<file path="src/assert_macros.svh">
// Assertion macros used by the RTL in this folder.
// Needs nothing else; compiled out when SYNTHESIS is defined.
`ifndef ASSERT_MACROS_SVH
`define ASSERT_MACROS_SVH
`ifndef SYNTHESIS
// Property must hold at every rising clock edge outside reset.
`define ASSERT_ON_CLK(lbl, clk, rst_n, prop, msg) \
  lbl: assert property (@(posedge clk) disable iff (!rst_n) prop) else $error(msg);
// Expression must never be true outside reset.
`define ASSERT_NEVER(lbl, clk, rst_n, expr, msg) \
  lbl: assert property (@(posedge clk) disable iff (!rst_n) !(expr)) else $error(msg);
`else
`define ASSERT_ON_CLK(lbl, clk, rst_n, prop, msg)
`define ASSERT_NEVER(lbl, clk, rst_n, expr, msg)
`endif
`endif

</file>
<file path="src/tqrsd_ram.sv">
// Generic simple dual-port RAM: one write port, one registered read port.
// No dependencies.
module tqrsd_ram #(
  parameter int WIDTH = 16,
  parameter int DEPTH = 256
) (
  input  logic                     clk_i,
  input  logic                     we_i,
  input  logic [$clog2(DEPTH)-1:0] waddr_i,
  input  logic [WIDTH-1:0]         wdata_i,
  input  logic                     re_i,
  input  logic [$clog2(DEPTH)-1:0] raddr_i,
  output logic [WIDTH-1:0]         rdata_o
);

  logic [WIDTH-1:0] mem_q [DEPTH];
  logic [WIDTH-1:0] rdata_q;

  always_ff @(posedge clk_i) begin
    if (we_i) begin
      mem_q[waddr_i] <= wdata_i;
    end
    if (re_i) begin
      rdata_q <= mem_q[raddr_i];
    end
  end

  assign rdata_o = rdata_q;

endmodule

</file>
<file path="config.mk">
export PLATFORM = sky130hd
export DESIGN_NAME = tqrsd_ram
export DESIGN_NICKNAME = d
export VERILOG_FILES = /design/src/assert_macros.svh /design/src/tqrsd_ram.sv
export SDC_FILE = /design/constraint.sdc
export NUM_CORES = 2
export LEC_CHECK = 0
export BUFFER_PORTS_ARGS = -buffer_cell sky130_fd_sc_hd__buf_2
export CELL_PAD_IN_SITES_DETAIL_PLACEMENT = 2
export CELL_PAD_IN_SITES_GLOBAL_PLACEMENT = 2
export CORE_ASPECT_RATIO = 0.9
export CORE_UTILIZATION = 51
export DETAILED_ROUTE_END_ITERATION = 8
export HOLD_SLACK_MARGIN = 0.1
export PLACE_DENSITY_LB_ADDON = 0.3
export REMOVE_ABC_BUFFERS = 1
export SETUP_SLACK_MARGIN = 0.1
export SLEW_MARGIN = 15
export SYNTH_ARGS = -nofsm -noshare
export SYNTH_HDL_FRONTEND = slang
export SYNTH_SLANG_ARGS = --single-unit
</file>
<file path="constraint.sdc">
create_clock -name clk_i -period 3.3 [get_ports clk_i]
set_clock_uncertainty 0.05 [all_clocks]
set_input_delay 0.165 -clock clk_i [delete_from_list [all_inputs] [get_ports clk_i]]
set_output_delay 0.165 -clock clk_i [all_outputs]
set_load 0.02 [all_outputs]
</file>
==> flow_metrics.env, run 1 <==
export IMPL_synth_ff_type="edfxtp_1"
export IMPL_io_pins=51
export IMPL_synth_distinct_cells=51
export IMPL_synth_area_leader_cell="edfxtp_1"
export IMPL_status="did not finish"
export IMPL_synth_area_sq_um=158900
export IMPL_place_congestion=0.8754
export IMPL_syn_inst=7360
export IMPL_stop_error="[ERROR DPL-0033] detailed placement checks failed during check placement."
export IMPL_stop_stage="3_5_place_dp"
export IMPL_dp_hpwl_um=404900
export IMPL_ys_warnings_count=0
export IMPL_synth_area_top_cells="edfxtp_1, mux4_2, mux2i_1"
export IMPL_die_y_um=531.5
export IMPL_start_util_pct=51.21
export IMPL_io_buffers=50
export IMPL_synth_area_per_cell_sq_um=21.59
export IMPL_synth_most_common_cell="edfxtp_1"
export IMPL_die_w_um=590.3
export IMPL_yosys_top_cells_count="edfxtp_1, mux4_2, mux2i_1"
export IMPL_rows=194
export IMPL_synth_seq_cells=4112
export IMPL_synth_edf_count=4112
export IMPL_netlist_area_leader_share_pct=77.72
export IMPL_async_flop_share_pct=0
export IMPL_yosysSeqAreaShare_pct=77.72
==> through the flow <==
step | hold WS [ns] | TNS (ns) | instances | worst slack, ns | area, sq um
2_1_floorplan | 0.2139 | -54.80 | 6908 | -3.549 | 156200
3_3_place_gp | 0.4992 | -5.141 | 11860 | -0.8495 | 169500
==> kinds of logic after synthesis <==
group,after synthesis,synth area share (%)
DFF,4112,77.72
AOI/OAI and AO/OA,786,3.534
muxes,1450,15.48
buffers and inverters,456,1.692
and+or+nand+nor,556,1.573
==> inputs of run 2 (changes only) <==
- CELL_PAD_IN_SITES_DETAIL_PLACEMENT: 2 -> not set
- CELL_PAD_IN_SITES_GLOBAL_PLACEMENT: 2 -> not set
- CORE_ASPECT_RATIO: 0.9 -> not set
- CORE_UTILIZATION: 51 -> 40
- HOLD_SLACK_MARGIN: 0.1 -> not set
- PLACE_DENSITY_LB_ADDON: 0.3 -> 0.15
- SETUP_SLACK_MARGIN: 0.1 -> not set
==> flow_metrics.env, run 2 <==
export IMPL_pwr_share_clk_pct=42.7
export IMPL_fin_crit_ns=3.229
export IMPL_clock_root_buffer="clkbuf_16"
export IMPL_numCtsBuffers=433
export IMPL_fin_tns_setup_ns=0
export IMPL_die_y_um=632.2
export IMPL_fin_crit_sh_pct=97.85
export IMPL_final_area_sq_um=185200
export IMPL_cp_required_ns=3.95
export IMPL_path_cells="mux4_2 -> mux4_2 -> a22o_1 -> o32ai_1 -> buf_4 -> nor4_1"
export IMPL_path_class="register to register"
export IMPL_max_cap_violations=0
export IMPL_reg2reg_slack_ns=0.07
export IMPL_maxClockFrequency_mhz=309.7
export IMPL_nets=8228
export IMPL_synth_area_per_cell_sq_um=21.59
export IMPL_dr_pass1_iters=6
export IMPL_dieArea_sq_um=399700
export IMPL_clk_latency_ns=1.01
export IMPL_mostFrequentLayoutCell="edfxtp_1"
export IMPL_dp_hpwl_um=281500
export IMPL_final_hold_viol_count=0
export IMPL_fillers=32620
export IMPL_end_kind="register"
export IMPL_htreeDepth=5
export IMPL_ys_warnings_count=0
export IMPL_status="complete, no violations"
export IMPL_synth_area_sq_um=158900
export IMPL_die_w_um=632.2
export IMPL_placed_cell_area_sq_um=171000
export IMPL_syn_to_final_growth_pct=16.56
export IMPL_pwr_share_comb_pct=5.5
export IMPL_start_util_pct=40.15
export IMPL_p_leak_nw=59.21
export IMPL_p_sw_w=0.02429
export IMPL_grt_pass1_vias=79910
export IMPL_worst_pin_slew_ns=1.354
export IMPL_rows=231
export IMPL_hold_class="input pin to register"
export IMPL_pre_cts_slack_ns=-0.8525
export IMPL_max_vdd_ir_drop_v=0.0004242
export IMPL_core_area_sq_um=395700
export IMPL_synth_ff_type="edfxtp_1"
export IMPL_wl_um=455700
export IMPL_numClockSinks=4112
export IMPL_drc=0
export IMPL_power_density_nw_per_um2=601.5
export IMPL_crit_arrival_ns=3.88
export IMPL_synth_most_common_cell="edfxtp_1"
export IMPL_sequentialPowerShare_pct=51.8
export IMPL_vias_per_cell=5.781
export IMPL_yosys_top_cells_count="edfxtp_1, mux4_2, mux2i_1"
export IMPL_synth_edf_count=4112
export IMPL_synth_area_leader_cell="edfxtp_1"
export IMPL_layoutNonFillerInstCount=13810
export IMPL_setup_viol=0
export IMPL_drive_gt1_share_pct=28.34
export IMPL_cts_setup_buffers=0
export IMPL_synth_area_top_cells="edfxtp_1, mux4_2, mux2i_1"
export IMPL_final_antenna_net_count=0
export IMPL_regMostFlops="mem_q"
export IMPL_dp_cells=12970
export IMPL_cts_tree="built"
export IMPL_slew_violations=0
export IMPL_start_kind="register"
export IMPL_grt_overflow_total=0
export IMPL_crit_path_max_incr_delay_ns=0.75
export IMPL_place_congestion=0.8888
export IMPL_io_buffers=50
export IMPL_io_pins=51
export IMPL_vias=79860
export IMPL_clockBufferDepth=4
export IMPL_netlist_area_leader_share_pct=77.72
export IMPL_grt_pass1_wl_um=637200
export IMPL_wl_per_cell_um=32.99
export IMPL_syn_inst=7360
export IMPL_rsz0062_at_grt="no"
export IMPL_grt_max_degree=125
export IMPL_relSlewSlack_pct=9.750
export IMPL_swShare_pct=21.81
export IMPL_cp_max_fo=1
export IMPL_drt_iter0_markers=9452
export IMPL_grtUsageTotal_pct=22.59
export IMPL_antenna_found_initial=33
export IMPL_clk_pin_slew_ns=0.07
export IMPL_cp_slowest_cell="o32ai_1"
export IMPL_fin_util_pct=46.80
export IMPL_setup_ws_ns=0.07091
export IMPL_cp_common_cell="mux4_2"
export IMPL_p_int_w=0.08710
export IMPL_yosysSeqAreaShare_pct=77.72
export IMPL_final_cell_mix="edfxtp_1, mux4_2, buf_4, mux2i_1, clkbuf_16"
export IMPL_async_flop_share_pct=0
export IMPL_synth_seq_cells=4112
export IMPL_largest_reg_flops=4096
export IMPL_synth_distinct_cells=51
[run 2: cell counts after synthesis]
Identical to the previous run, type by type.
[run 2: through the flow]
step | total power (W) | hold slack [ns]
global placement | 0.06478 | 0.4502
finish | 0.1114 | 0.08418
floorplan | 0.06090 | 0.2139
global route | 0.1144 | 0.06617
detailed placement | 0.06487 | 0.4550
CTS | 0.1123 | 0.005103
[run 2: what timing repair did]
| item | 4_1_cts | 5_1_grt |
|---|---|---|
| hold endpoints to repair | 3359 | 0 |
| endpoints found under the setup margin | 3 | 0 |
| gates resized for setup | 3 | 0 |
| hold buffers | 30 | 0 |
[run 2: power groups by stage]
stage               Sequential, W  Combinational [W]  Clock [W]
floorplan                  0.0588            0.00212          0
global placement           0.0588            0.00600          0
detailed placement         0.0588            0.00608          0
CTS                        0.0577            0.00613     0.0485
global route               0.0577            0.00634     0.0503
finish                     0.0577            0.00608     0.0476
[run 2: final timing paths]
kind / startpoint / endpoint / cells past startpoint
max: mem_q[58][14] / rdata_o[14] / 6
min: waddr_i[5] / mem_q[246][4] / 4
max reg2reg: mem_q[58][14] / rdata_o[14] / 6
min reg2reg: mem_q[248][14] / rdata_o[14] / 6
[run 2: cells by family (layout without fill, tap and decap cells)]
group	Yosys count	in the layout	synth area share, %
compound gates	786	786	3.534
other cells	0	20	0
flops	4112	4112	77.72
buf+inv	456	1648	1.692
mux	1450	1450	15.48
simple gates	556	556	1.573
[run 2: final cells by class]
type / count / area, sq um / area share, %
flip-flops and latches: 4112 / 123500 / 66.68
multi-input cells: 2792 / 33080 / 17.86
clock buffers: 532 / 11400 / 6.155
repair buffers: 850 / 8180 / 4.417
well taps: 5242 / 6559 / 3.542
clock inverters: 262 / 2415 / 1.304
diodes: 20 / 50.05 / 0.02703
inverters: 4 / 27.53 / 0.01486
[run 2: layer usage]
| layer | wire [um] | track usage (%) |
|---|---|---|
| met1 | 196500 | 32.46 |
| met4 | 13630 | 6.388 |
| met3 | 30580 | 3.601 |
| met2 | 215000 | 35.79 |
| met5 | 13 | 0 |
[run 2: worst max-delay path: cells and delay by family (launching register included)]
kind,cells,cell delay [ns]
AOI/OAI and AO/OA,2,1.19
buffers and inverters,1,0.27
DFF,1,0.37
muxes,2,1.00
and+or+nand+nor,1,0.06
Power figures use the tool's default switching activity.
